==> config.mk <==
export PLATFORM = sky130hd
export DESIGN_NAME = sstf_disk_request_scheduler_unit_flat
export DESIGN_NICKNAME = d
export VERILOG_FILES = /design/src/rtl/core/sstf_pkg.sv /design/src/rtl/core/sstf_ifs.sv /design/src/rtl/core/sstf_disk_request_scheduler_unit.sv /design/src/rtl/core/sstf_ram.sv /design/src/rtl/core/sstf_seek_unit.sv /design/src/flat_wrapper.sv
export SDC_FILE = /design/constraint.sdc
export NUM_CORES = 2
export LEC_CHECK = 0
export ABC_CLOCK_PERIOD_IN_PS = 14700
export CAP_MARGIN = 20
export CORE_MARGIN = 3
export CORE_UTILIZATION = 55
export DETAILED_ROUTE_END_ITERATION = 10
export DONT_BUFFER_PORTS = 1
export PLACE_DENSITY = 0.69
export SLEW_MARGIN = 20
export SYNTH_ARGS = -nofsm -noshare
export SYNTH_HDL_FRONTEND = slang
export SYNTH_SLANG_ARGS = --single-unit
==> constraint.sdc <==
create_clock -name clk -period 14.7 [get_ports clk]
set_input_delay 0 -clock clk [delete_from_list [all_inputs] [get_ports clk]]
set_output_delay 0 -clock clk [all_outputs]
set_load 0.005 [all_outputs]
==> src/rtl/core/sstf_pkg.sv <==
// Shared constants and types of the SSTF disk request scheduler.
package sstf_pkg;

	localparam int QUEUE_DEPTH_DEF = 64;
	localparam int SECTOR_BITS_DEF = 48;

	localparam int THR_W = 7;
	localparam int WAIT_W = 8;
	localparam int AGE_W = 9;
	localparam int SEEK_W = 64;
	localparam int CFG_IDX_W = 1;
	localparam int CFG_DATA_W = 8;

	localparam logic [AGE_W-1:0] AGE_MAX = 9'd511;
	localparam logic [THR_W-1:0] THR_RESET = 7'd64;
	localparam logic [WAIT_W-1:0] WAIT_RESET = 8'd50;

	typedef enum logic [1:0] {
		OP_ADD = 2'd0,
		OP_TICK = 2'd1,
		OP_DISPATCH = 2'd2
	} op_t;

	typedef enum logic [CFG_IDX_W-1:0] {
		REG_BATCH_THRESHOLD = 1'd0,
		REG_MAX_WAIT = 1'd1
	} reg_idx_t;

	localparam logic [1:0] DIR_PARKED = 2'd0;
	localparam logic [1:0] DIR_LEFT = 2'd1;
	localparam logic [1:0] DIR_RIGHT = 2'd2;

	localparam logic KIND_DISPATCH = 1'b0;
	localparam logic KIND_REJECT = 1'b1;

	typedef struct packed {
		logic cand_vld;
		logic cand_first;
	} seek_ctl_t;

endpackage

==> src/rtl/core/sstf_ifs.sv <==
// Request and response channel interfaces of the SSTF scheduler.
interface sstf_req_if #(parameter int SECTOR_BITS = 48);
	logic valid;
	logic ready;
	logic [1:0] op;
	logic [SECTOR_BITS-1:0] sector;
	logic is_write;
	logic force_req;

	modport source (output valid, op, sector, is_write, force_req, input ready);
	modport sink (input valid, op, sector, is_write, force_req, output ready);
endinterface

interface sstf_rsp_if #(parameter int SECTOR_BITS = 48);
	logic valid;
	logic ready;
	logic kind;
	logic [SECTOR_BITS-1:0] out_sector;
	logic out_write;
	logic [1:0] head_direction;
	logic [63:0] seek_sum;
	logic last;

	modport source (output valid, kind, out_sector, out_write, head_direction, seek_sum, last,
		input ready);
	modport sink (input valid, kind, out_sector, out_write, head_direction, seek_sum, last,
		output ready);
endinterface

==> src/rtl/core/sstf_disk_request_scheduler_unit.sv <==
// An add or a non-flushing tick is handled in ST_IDLE; a flush pass runs ST_SCAN, ST_DRAIN and ST_EMIT in that order.
// A flush of N entries gives N results, one per pass, and each result waits in ST_EMIT until it is taken.
// Throughput: one transaction at a time; the single RAM read port scans one entry per cycle.
// Reset: arst_n clears count, age, head, direction, seek total and configuration.
// The request store is not cleared; only entries below the count are ever read.
// Top level of the SSTF disk request scheduler.
module sstf_disk_request_scheduler_unit import sstf_pkg::*; #(
	parameter int QUEUE_DEPTH = QUEUE_DEPTH_DEF,
	parameter int SECTOR_BITS = SECTOR_BITS_DEF
) (
	input  logic                  clk,
	input  logic                  arst_n,
	input  logic                  cfg_we,
	input  logic [CFG_IDX_W-1:0]  cfg_idx,
	input  logic [CFG_DATA_W-1:0] cfg_wdata,
	sstf_req_if.sink              req,
	sstf_rsp_if.source            rsp
);
	localparam int IDX_W = $clog2(QUEUE_DEPTH);
	localparam int CNT_W = $clog2(QUEUE_DEPTH + 1);
	localparam int CMP_W = (CNT_W > THR_W) ? CNT_W : THR_W;
	localparam int ENT_W = SECTOR_BITS + 1;

	typedef enum logic [1:0] {
		ST_IDLE,
		ST_SCAN,
		ST_DRAIN,
		ST_EMIT
	} state_t;

	state_t                 state_q;
	logic [CNT_W-1:0]       count_q;
	logic [AGE_W-1:0]       age_q;
	logic [THR_W-1:0]       thr_q;
	logic [WAIT_W-1:0]      maxw_q;
	logic                   head_known_q;
	logic [SECTOR_BITS-1:0] head_q;
	logic [1:0]             dir_q;
	logic [SEEK_W-1:0]      seek_q;
	logic [IDX_W-1:0]       rd_idx_q;
	logic [CNT_W-1:0]       pass_cnt_q;
	logic [IDX_W-1:0]       rm_idx_q;
	logic                   rm_vld_q;
	logic [IDX_W-1:0]       wr_ptr_q;
	logic                   vld_s1;
	logic [IDX_W-1:0]       idx_s1;
	logic                   out_vld_q;
	logic                   kind_q;
	logic [SECTOR_BITS-1:0] osec_q;
	logic                   owr_q;
	logic                   last_q;

	logic                   req_fire;
	logic                   full;
	logic [AGE_W-1:0]       age_inc;
	logic                   tick_flush;
	logic                   disp_flush;
	logic                   keep;
	logic                   ram_we;
	logic [IDX_W-1:0]       ram_waddr;
	logic [ENT_W-1:0]       ram_wdata;
	logic [ENT_W-1:0]       ram_rdata;
	seek_ctl_t              seek_ctl;
	logic                   seek_busy;
	logic [SECTOR_BITS-1:0] best_dist;
	logic [SECTOR_BITS-1:0] best_sector;
	logic                   best_write;
	logic [IDX_W-1:0]       best_idx;
	op_t                    op;

	assign op = op_t'(req.op);
	assign req.ready = (state_q == ST_IDLE);
	assign req_fire = req.valid && req.ready;
	assign full = (count_q == CNT_W'(QUEUE_DEPTH));
	assign age_inc = (age_q == AGE_MAX) ? age_q : age_q + AGE_W'(1);
	assign tick_flush = (count_q != '0) && (age_inc > AGE_W'(maxw_q));
	assign disp_flush = (count_q != '0) && (req.force_req
		|| (CMP_W'(count_q) >= CMP_W'(thr_q)) || (age_q > AGE_W'(maxw_q)));

	assign keep = vld_s1 && !(rm_vld_q && (idx_s1 == rm_idx_q));
	assign ram_we = keep || (req_fire && (op == OP_ADD) && !full);
	assign ram_waddr = keep ? wr_ptr_q : IDX_W'(count_q);
	assign ram_wdata = keep ? ram_rdata : {req.is_write, req.sector};

	assign seek_ctl.cand_vld = keep;
	assign seek_ctl.cand_first = (wr_ptr_q == '0);

	sstf_ram #(
		.WIDTH(ENT_W),
		.DEPTH(QUEUE_DEPTH)
	) u_store (
		.clk  (clk),
		.we   (ram_we),
		.waddr(ram_waddr),
		.wdata(ram_wdata),
		.re   (state_q == ST_SCAN),
		.raddr(rd_idx_q),
		.rdata(ram_rdata)
	);

	sstf_seek_unit #(
		.SECTOR_BITS(SECTOR_BITS),
		.IDX_W      (IDX_W)
	) u_seek (
		.clk        (clk),
		.arst_n     (arst_n),
		.ctl        (seek_ctl),
		.cand_idx   (wr_ptr_q),
		.cand_sector(ram_rdata[SECTOR_BITS-1:0]),
		.cand_write (ram_rdata[SECTOR_BITS]),
		.arm_pos    (head_q),
		.head_known (head_known_q),
		.busy       (seek_busy),
		.best_dist  (best_dist),
		.best_sector(best_sector),
		.best_write (best_write),
		.best_idx   (best_idx)
	);

	always_ff @(posedge clk or negedge arst_n) begin
		if (!arst_n) begin
			thr_q <= THR_RESET;
			maxw_q <= WAIT_RESET;
		end else if (cfg_we) begin
			case (reg_idx_t'(cfg_idx))
				REG_BATCH_THRESHOLD: thr_q <= cfg_wdata[THR_W-1:0];
				REG_MAX_WAIT: maxw_q <= cfg_wdata[WAIT_W-1:0];
				default: ;
			endcase
		end
	end

	always_ff @(posedge clk) begin
		idx_s1 <= rd_idx_q;
	end

	always_ff @(posedge clk or negedge arst_n) begin
		if (!arst_n) begin
			state_q <= ST_IDLE;
			count_q <= '0;
			age_q <= '0;
			head_known_q <= 1'b0;
			head_q <= '0;
			dir_q <= DIR_PARKED;
			seek_q <= '0;
			rd_idx_q <= '0;
			pass_cnt_q <= '0;
			rm_idx_q <= '0;
			rm_vld_q <= 1'b0;
			wr_ptr_q <= '0;
			vld_s1 <= 1'b0;
			out_vld_q <= 1'b0;
			kind_q <= KIND_DISPATCH;
			osec_q <= '0;
			owr_q <= 1'b0;
			last_q <= 1'b0;
		end else begin
			vld_s1 <= (state_q == ST_SCAN);
			if (keep) begin
				wr_ptr_q <= wr_ptr_q + IDX_W'(1);
			end
			case (state_q)
				ST_IDLE: begin
					if (req_fire) begin
						case (op)
							OP_ADD: begin
								if (full) begin
									kind_q <= KIND_REJECT;
									osec_q <= req.sector;
									owr_q <= req.is_write;
									last_q <= 1'b1;
									out_vld_q <= 1'b1;
									state_q <= ST_EMIT;
								end else begin
									if (count_q == '0) begin
										age_q <= '0;
									end
									count_q <= count_q + CNT_W'(1);
								end
							end
							OP_TICK: begin
								age_q <= age_inc;
								if (tick_flush) begin
									rd_idx_q <= '0;
									wr_ptr_q <= '0;
									pass_cnt_q <= count_q;
									rm_vld_q <= 1'b0;
									state_q <= ST_SCAN;
								end
							end
							OP_DISPATCH: begin
								if (disp_flush) begin
									rd_idx_q <= '0;
									wr_ptr_q <= '0;
									pass_cnt_q <= count_q;
									rm_vld_q <= 1'b0;
									state_q <= ST_SCAN;
								end
							end
							default: ;
						endcase
					end
				end
				ST_SCAN: begin
					if (rd_idx_q == IDX_W'(pass_cnt_q - CNT_W'(1))) begin
						state_q <= ST_DRAIN;
					end else begin
						rd_idx_q <= rd_idx_q + IDX_W'(1);
					end
				end
				ST_DRAIN: begin
					if (!vld_s1 && !seek_busy) begin
						if (head_known_q) begin
							seek_q <= seek_q + SEEK_W'(best_dist);
							dir_q <= (best_sector > head_q) ? DIR_RIGHT : DIR_LEFT;
						end
						head_q <= best_sector;
						head_known_q <= 1'b1;
						count_q <= count_q - CNT_W'(1);
						rm_idx_q <= best_idx;
						rm_vld_q <= 1'b1;
						kind_q <= KIND_DISPATCH;
						osec_q <= best_sector;
						owr_q <= best_write;
						last_q <= (count_q == CNT_W'(1));
						out_vld_q <= 1'b1;
						state_q <= ST_EMIT;
					end
				end
				ST_EMIT: begin
					if (rsp.ready) begin
						out_vld_q <= 1'b0;
						if (last_q) begin
							state_q <= ST_IDLE;
						end else begin
							rd_idx_q <= '0;
							wr_ptr_q <= '0;
							pass_cnt_q <= count_q + CNT_W'(1);
							state_q <= ST_SCAN;
						end
					end
				end
				default: state_q <= ST_IDLE;
			endcase
		end
	end

	assign rsp.valid = out_vld_q;
	assign rsp.kind = kind_q;
	assign rsp.out_sector = osec_q;
	assign rsp.out_write = owr_q;
	assign rsp.head_direction = dir_q;
	assign rsp.seek_sum = seek_q;
	assign rsp.last = last_q;
endmodule

==> src/rtl/core/sstf_ram.sv <==
// Generic simple dual-port RAM with registered read.
module sstf_ram #(
	parameter int WIDTH = 49,
	parameter int DEPTH = 64
) (
	input  logic                     clk,
	input  logic                     we,
	input  logic [$clog2(DEPTH)-1:0] waddr,
	input  logic [WIDTH-1:0]         wdata,
	input  logic                     re,
	input  logic [$clog2(DEPTH)-1:0] raddr,
	output logic [WIDTH-1:0]         rdata
);
	logic [WIDTH-1:0] mem_q [DEPTH];

	always_ff @(posedge clk) begin
		if (we) begin
			mem_q[waddr] <= wdata;
		end
		if (re) begin
			rdata <= mem_q[raddr];
		end
	end
endmodule

==> src/rtl/core/sstf_seek_unit.sv <==
// Distance unit: absolute seek distance and running nearest-entry selection.
module sstf_seek_unit import sstf_pkg::*; #(
	parameter int SECTOR_BITS = SECTOR_BITS_DEF,
	parameter int IDX_W = 6
) (
	input  logic                   clk,
	input  logic                   arst_n,
	input  seek_ctl_t              ctl,
	input  logic [IDX_W-1:0]       cand_idx,
	input  logic [SECTOR_BITS-1:0] cand_sector,
	input  logic                   cand_write,
	input  logic [SECTOR_BITS-1:0] arm_pos,
	input  logic                   head_known,
	output logic                   busy,
	output logic [SECTOR_BITS-1:0] best_dist,
	output logic [SECTOR_BITS-1:0] best_sector,
	output logic                   best_write,
	output logic [IDX_W-1:0]       best_idx
);
	logic                   vld_s2;
	logic                   first_s2;
	logic [IDX_W-1:0]       idx_s2;
	logic [SECTOR_BITS-1:0] dist_s2;
	logic [SECTOR_BITS-1:0] sec_s2;
	logic                   wr_s2;
	logic [SECTOR_BITS-1:0] span;
	logic                   take;
	logic [SECTOR_BITS-1:0] best_dist_q;
	logic [SECTOR_BITS-1:0] best_sec_q;
	logic                   best_wr_q;
	logic [IDX_W-1:0]       best_idx_q;

	assign span = (cand_sector >= arm_pos) ? cand_sector - arm_pos : arm_pos - cand_sector;
	assign take = vld_s2 && (first_s2 || (head_known && (dist_s2 < best_dist_q)));

	always_ff @(posedge clk or negedge arst_n) begin
		if (!arst_n) begin
			vld_s2 <= 1'b0;
		end else begin
			vld_s2 <= ctl.cand_vld;
		end
	end

	always_ff @(posedge clk) begin
		first_s2 <= ctl.cand_first;
		idx_s2 <= cand_idx;
		dist_s2 <= span;
		sec_s2 <= cand_sector;
		wr_s2 <= cand_write;
		if (take) begin
			best_dist_q <= dist_s2;
			best_sec_q <= sec_s2;
			best_wr_q <= wr_s2;
			best_idx_q <= idx_s2;
		end
	end

	assign busy = vld_s2;
	assign best_dist = best_dist_q;
	assign best_sector = best_sec_q;
	assign best_write = best_wr_q;
	assign best_idx = best_idx_q;
endmodule

==> src/flat_wrapper.sv <==
// flat-port wrapper written by rule: the top's interface ports become plain ports
module sstf_disk_request_scheduler_unit_flat import sstf_pkg::*;
#(
	parameter int QUEUE_DEPTH = QUEUE_DEPTH_DEF,
	parameter int SECTOR_BITS = SECTOR_BITS_DEF
)
  (clk, arst_n, cfg_we, cfg_idx, cfg_wdata, req_valid, req_op, req_sector, req_is_write, req_force_req, req_ready, rsp_valid, rsp_kind, rsp_out_sector, rsp_out_write, rsp_head_direction, rsp_seek_sum, rsp_last, rsp_ready);
  sstf_req_if #(.SECTOR_BITS(SECTOR_BITS)) req_i ();
  sstf_rsp_if #(.SECTOR_BITS(SECTOR_BITS)) rsp_i ();
  input  logic clk;
  input  logic arst_n;
  input  logic cfg_we;
  input  logic [CFG_IDX_W-1:0] cfg_idx;
  input  logic [CFG_DATA_W-1:0] cfg_wdata;
  input wire logic [$bits(req_i.valid)-1:0] req_valid;
  input wire logic [$bits(req_i.op)-1:0] req_op;
  input wire logic [$bits(req_i.sector)-1:0] req_sector;
  input wire logic [$bits(req_i.is_write)-1:0] req_is_write;
  input wire logic [$bits(req_i.force_req)-1:0] req_force_req;
  output wire logic [$bits(req_i.ready)-1:0] req_ready;
  output wire logic [$bits(rsp_i.valid)-1:0] rsp_valid;
  output wire logic [$bits(rsp_i.kind)-1:0] rsp_kind;
  output wire logic [$bits(rsp_i.out_sector)-1:0] rsp_out_sector;
  output wire logic [$bits(rsp_i.out_write)-1:0] rsp_out_write;
  output wire logic [$bits(rsp_i.head_direction)-1:0] rsp_head_direction;
  output wire logic [$bits(rsp_i.seek_sum)-1:0] rsp_seek_sum;
  output wire logic [$bits(rsp_i.last)-1:0] rsp_last;
  input wire logic [$bits(rsp_i.ready)-1:0] rsp_ready;
  assign req_i.valid = req_valid;
  assign req_i.op = req_op;
  assign req_i.sector = req_sector;
  assign req_i.is_write = req_is_write;
  assign req_i.force_req = req_force_req;
  assign req_ready = req_i.ready;
  assign rsp_valid = rsp_i.valid;
  assign rsp_kind = rsp_i.kind;
  assign rsp_out_sector = rsp_i.out_sector;
  assign rsp_out_write = rsp_i.out_write;
  assign rsp_head_direction = rsp_i.head_direction;
  assign rsp_seek_sum = rsp_i.seek_sum;
  assign rsp_last = rsp_i.last;
  assign rsp_i.ready = rsp_ready;
  sstf_disk_request_scheduler_unit #(.QUEUE_DEPTH(QUEUE_DEPTH), .SECTOR_BITS(SECTOR_BITS)) u_core (.clk(clk), .arst_n(arst_n), .cfg_we(cfg_we), .cfg_idx(cfg_idx), .cfg_wdata(cfg_wdata), .req(req_i), .rsp(rsp_i));
endmodule
# [Yosys cells after proc, flatten, opt, wreduce, memory -nomap -nowiden]
# Memories as Yosys holds them, arrays and structs flattened. A register that Yosys moved wholly into a read port is not among the register bits.
# Index checks and enable logic that the tools add are counted.
[totals] output_inout_bits=119 mem_count=1 reg_bits=440 wordCells=187 in_bits=66 ram_bits=3136
[op_classes] bitwise=1 muxes=73 n_addsub=9 n_reduce_logical=40 eq_ne=26 magnitude_cmp=6
[memory_table] memory="u_core.u_store.mem_q" words=64 word_bits=49 rd=1 rd_ports_with_merged_regs=1 wr=1 line="sstf_ram.sv:14" source="logic [WIDTH-1:0] mem_q [DEPTH];"
[ops] op="two-way mux 48 bit" count=5
[ops] op="two-way mux 6 bit" count=18
[ops] op="case mux 48 bit (2 select lines)" count=1
[ops] op="subtractor 48 bit" count=2
[ops] op="adder 64 x 48 -> 64 bit" count=1
[ops] op="case mux 6 bit (2 select lines)" count=5
[ops] op="two-way mux 49 bit" count=1
[ops] op=">= comparator 48 bit" count=1
[ops] op="greater-than comparator 48 bit" count=1
[ops] op="less-than comparator 48 bit" count=1
[ops] op="two-way mux 7 bit" count=4
[ops] op="two-way mux 9 bit" count=3
[ops] op="greater-than comparator 9 x 8 -> 1 bit" count=2
[ops] op="!= test 2 bit, second input constant" count=9
[ops] op="case mux 6 bit (3 select lines)" count=1
[ops] op="case mux 9 bit (2 select lines)" count=1
[ops] op="two-way mux 1 bit" count=17
[ops] op="two-way mux 2 bit" count=8
[ops] op="AND reduction 8 bit" count=2
[ops] op="AND reduction 5 bit" count=3
[ops] op="case mux 7 bit (2 select lines)" count=1
[ops] op="adder 6 x 1 -> 6 bit, second input constant" count=2
[ops] op="== test 6 bit" count=2
[ops] op="!= test 3 bit, second input constant" count=4
[ops] op="30 further kinds" count=60

# [Longest topological paths before layout]
[logic_depth] depth_word=9 ltp_mapped=19 ltp_nobuf=18

# [Modules after synthesis]
# From an unflattened synthesis, not the netlist that was laid out.
[hier_totals] cells_unflattened=8305 area_unflattened_um2=148014.5
[modules_own_cells] mod="sstf_ram" seq_area_each_um2=95641.7 cells_each=5311 instances=1 area_each_um2=120797.1
[modules_own_cells] mod="sstf_disk_request_scheduler_unit" seq_area_each_um2=5780.5 cells_each=1778 instances=1 area_each_um2=15361.0
[modules_own_cells] mod="sstf_seek_unit" seq_area_each_um2=5200.0 cells_each=1216 instances=1 area_each_um2=11856.4

# [Worst setup path after synthesis]
# OpenSTA, ideal clock, no wires.
[synth_timing] path_type="register -> register" startpoint="register u_core.u_seek.best_dist_q[41], in the netlist u_core.u_seek.best_dist[41]" endpoint="register u_core.u_seek.best_dist_q[0], in the netlist u_core.u_seek.best_dist[0] (enable)" setup_time_ns=0.707 slack_ns=4.756 n_path_buf=0 t_arrival_ns=9.237 stages_incl_launch_ff=13 path_cell_list="edfxtp_1 inv_1 ha_1 a21o_1 a21o_1 a21o_1 a21oi_1 nor2b_1 o21ai_0 nand2b_1 a2111oi_0 o311ai_0 o21ai_0"
[synth_via] elab_chain_len=4
[synth_rtl] element="start, declared" line="sstf_seek_unit.sv:28" source="logic [SECTOR_BITS-1:0] best_dist_q;"
[synth_rtl] element="start signal, assigned" line="sstf_seek_unit.sv:51" source="best_dist_q <= dist_s2;"
[synth_rtl] element="less-than comparator 48 bit" line="sstf_seek_unit.sv:34" source="assign take = vld_s2 && (first_s2 || (head_known && (dist_s2 < best_dist_q)));"
[synth_rtl] element="logical AND 1 bit" line="sstf_seek_unit.sv:34"
[synth_rtl] element="logical OR 1 bit" line="sstf_seek_unit.sv:34"
[synth_rtl] element="logical AND 1 bit" line="sstf_seek_unit.sv:34"
[synth_rtl] element="via u_core.u_seek.take" line="sstf_seek_unit.sv:27" source="logic take;"
# The timed path passes the listed nets, and every way through them passes these cells.
# A chain may end at the register's enable or synchronous reset.

# [Worst setup path after layout]
[layout_timing] startpoint="register u_core.u_store.rdata[46], read port of u_core.u_store.mem_q" endpoint="register u_core.u_seek.dist_s2[46]"
[layout_via] elab_chain_len=2 word_cells_on_any_way=4
[layout_rtl] element="start, declared" line="sstf_ram.sv:12" source="output logic [WIDTH-1:0] rdata"
[layout_rtl] element="subtractor 48 bit / >= comparator 48 bit (equally long branches)" line="sstf_seek_unit.sv:33" source="assign span = (cand_sector >= arm_pos) ? cand_sector - arm_pos : arm_pos - cand_sector;"
[layout_rtl] element="two-way mux 48 bit *" line="sstf_seek_unit.sv:33"
[layout_rtl] element="via u_core.u_seek.span[46]" line="sstf_seek_unit.sv:26" source="logic [SECTOR_BITS-1:0] span;"
[layout_rtl] element="end signal, assigned" line="sstf_seek_unit.sv:47" source="dist_s2 <= span;"
[layout_rtl] element="end, declared" line="sstf_seek_unit.sv:23" source="logic [SECTOR_BITS-1:0] dist_s2;"
# Mark *: on every way through the listed nets, which the timed path passes. The rest lies on a longest branch.

==> run_results.csv <==
group,metric,value,unit
outcome,status,"finished clean",
floorplan,initial_utilization,0.553,
clock_network,cts_resized,0,
clock_network,cts_hold_buf,148,
cells_and_area,final_cells,11600,
synthesis,synth.area.top_cells,"edfxtp_1 (67%), mux4_2 (16%), dfrtp_1 (3.8%)",
sta,finalCriticalPeriod,5.78,ns
critical_path,crit_path_top_delay_cell,"edfxtp_1",
synthesis,syn_area,0.147,mm^2
synthesis,synth_common_cells,"edfxtp_1 (3,288), mux4_2 (1,029), nand2_1 (309)",
floorplan,coreArea,0.265,mm^2
clock_network,cts_sinks,3625,
sta,tns,0,ns
synthesis,synth.most_common_cell,"edfxtp_1",
clock_network,cts_tree,"done",
sta,rsz0062_at_grt,"no",
synthesis,avgSynthCellArea,19.8,um^2
critical_path,r2r_slack,8.92,ns
synthesis,yosys_warnings,0,
floorplan,dieArea,0.273,mm^2
cells_and_area,drive_gt1_frac,0.242,
grt,grt_overflow,0,
clock_network,htree_levels,5,
grt,grt_pass1_vias,76700,
detailed_routing,drt_pass1_iterations,5,
cells_and_area,fin_nets,8125,
floorplan,rows,189,
clock_network,clockBufferDepth,4,
sta,skew,0.0482,ns
grt,antenna_found_initial,17,
detailed_routing,viasPerCell,6.63,
synthesis,ys_types,95,
sta,clock.fmax,173,MHz
sta,worst-slew-pin-transition,1.19,ns
grt,grt_pass1_wl,571000,um
critical_path,cp-start-kind,"flip-flop",
synthesis,syn-num-nets,7763,
placed_design,place_ws,9.10,ns
floorplan,die_w,523,um
placed_design,port_buffers,0,
grt,track_usage,0.294,
critical_path,crit_type,"reg2reg",
job,cap_violations,0,
floorplan,io_pins,185,
sta,hold_viol,0,
synthesis,synth_edf_count,3288,
clock_network,worstSkewPairLatency,0.89,ns
synthesis,synth_cells,7418,
pwr,power,33900,uW
detailed_routing,drc,0,
synthesis,synth_area_leader_cell,"edfxtp_1",
synthesis,ys_async_sr_fraction,0.0626,
floorplan,die_y,523,um
pwr,leakagePower,0.0543,uW
sta,whs,0.0733,ns
detailed_routing,route.met3.wl,40600,um
clock_network,clkTransAtPathRegs,0.07,ns
min_path,min_path_type,"in2reg",
clock_network,postCtsSetupRepairBufs,0,
detailed_routing,postRouteAntennaNets,0,
detailed_routing,routedWlPerCell,34.5,um
pwr,ir_drop,0.161,mV
pwr,p_per_area,204,mW/mm^2
detailed_routing,dr_wl_met2,196000,um
sta,fin_crit_sh,0.393,
synthesis,ys_seq_area_frac,0.726,
placed_design,gp_congestion,1.01,
critical_path,cp_data_required_time,15.43,ns
detailed_routing,top_layer,"met5",
critical_path,crit_chain,"inv_1, ha_1, nand4_1, nor4_2, nand4_1, a31oi_4, a211o_2, mux2i_1, a221oi_4, or4b_1, o2111ai_1, a311oi_1",
placed_design,hpwl,235000,um
critical_path,cp_slowest_stage_delay,0.78,ns
sta,setup_viol,0,
detailed_routing,drtIter0Drc,10200,
detailed_routing,wl_met1,151000,um
sta,fin_ws,8.92,ns
critical_path,arrival,6.52,ns
synthesis,synth_top_area_frac,0.673,
cells_and_area,area_growth_syn_to_layout,13.1,%
detailed_routing,vias,76900,
synthesis,synth_ff_type,"edfxtp_1",
clock_network,clock-root-buffer,"clkbuf_16",
placed_design,post-place-cells,10800,
sta,relSlewSlack,0.207,
clock_network,cts_buffers,364,
detailed_routing,drt_wl_total,400000,um
critical_path,worstPathMaxFanout,31,
critical_path,cpMostUsedCell,"nand4_1",
critical_path,cp-end-kind,"flip-flop",
sta,drv_slew,0,
grt,grt_max_degree,161,
synthesis,ys_seq_elements,3625,
## final timing paths
check	depth (start not counted)	endpoint	from
max reg2reg	12	u_core.u_seek.dist_s2[46]$_DFF_P_	u_core.u_store.rdata[46]$_DFFE_PP_
min reg2reg	0	u_core.u_seek.wr_s2$_DFF_P_	u_core.u_store.rdata[48]$_DFFE_PP_
max	12	u_core.u_seek.dist_s2[46]$_DFF_P_	u_core.u_store.rdata[46]$_DFFE_PP_
max in group asynchronous	4	u_core.rd_idx_q[4]$_DFFE_PN0P_	arst_n
min	3	u_core.rsp.out_sector[6]$_DFFE_PN0P_	req_sector[6]
min in group asynchronous	3	u_core.rsp.out_sector[9]$_DFFE_PN0P_	arst_n
## cell families after synthesis
kind of cell,after synthesis,synth area share
xor gates and xnor gates,133,0.00794
buffers and inverters,575,0.0155
DFF,3625,0.726
AOI/OAI and AO/OA,856,0.0355
muxes,1127,0.165
and+or+nand+nor,823,0.0258
adders and majority gates,279,0.0239
## layout by cell type (no fill, tap or decap), types with 110 or more instances in the layout
cell           instances
dlygate4sd3_1        146
mux4_2              1029
dfxtp_1              110
nand2_1              308
edfxtp_1            3288
clkbuf_16            369
inv_1                214
ha_1                 274
buf_4                194
a21oi_1              251
dfrtp_1              219
a21o_1               116
nor2_1               164
o21ai_0              212
## registers in the layout (all words and copies together), names as in the netlist, 6 cells and up
register / count
u_core.wr_ptr_q: 6
u_core.pass_cnt_q: 6
u_core.u_store.mem_q: 3136
u_core.head_q: 48
u_core.u_seek.dist_s2: 48
u_core.maxw_q: 8
u_core.u_seek.idx_s2: 6
u_core.idx_s1: 6
u_core.u_seek.sec_s2: 48
u_core.u_seek.best_sector: 48
u_core.rd_idx_q: 6
u_core.age_q: 9
u_core.rm_idx_q: 6
u_core.count_q: 7
u_core.u_seek.best_dist: 48
u_core.thr_q: 7
u_core.u_store.rdata: 49
u_core.rsp.seek_sum: 64
u_core.u_seek.best_idx: 6
u_core.rsp.out_sector: 48
## area by class of cell
cell class              instances  area, um^2
flip-flops and latches       3625      107000
fillers                     18000       99300
multi-input cells            3218       38900
clock buffers                 431        9530
well taps                    3533        4420
repair buffers                354        3210
clock inverters               223        2470
inverters                     217         825
diodes                          5        12.5
## power by group
group | switching, uW | internal [uW] | total, uW
sequential | 715 | 13300 | 14000
clock | 3900 | 5480 | 9380
combinational | 6470 | 4000 | 10500
## layer usage
layer  GRT usage  up-vias
li1            -    31000
met1       0.411    40700
met2       0.473     4472
met3      0.0601      705
met4      0.0912       14
met5           0        -
## through the flow
stage                     cell area, um^2   util
final                              166000  0.626
after global routing               166000  0.626
after CTS                          166000  0.626
after detailed placement           152000  0.575
after global placement             152000  0.575
after floorplan                    147000      -
## worst max-delay path, delay by kind of cell (launching register included)
family	cells	cell delay, ns
AOI/OAI and AO/OA	5	1.83
and+or+nand+nor	4	1.99
DFF	1	0.78
buffers and inverters	1	0.24
muxes	1	0.25
adders and majority gates	1	0.49
(Power assumes the default switching activity.)
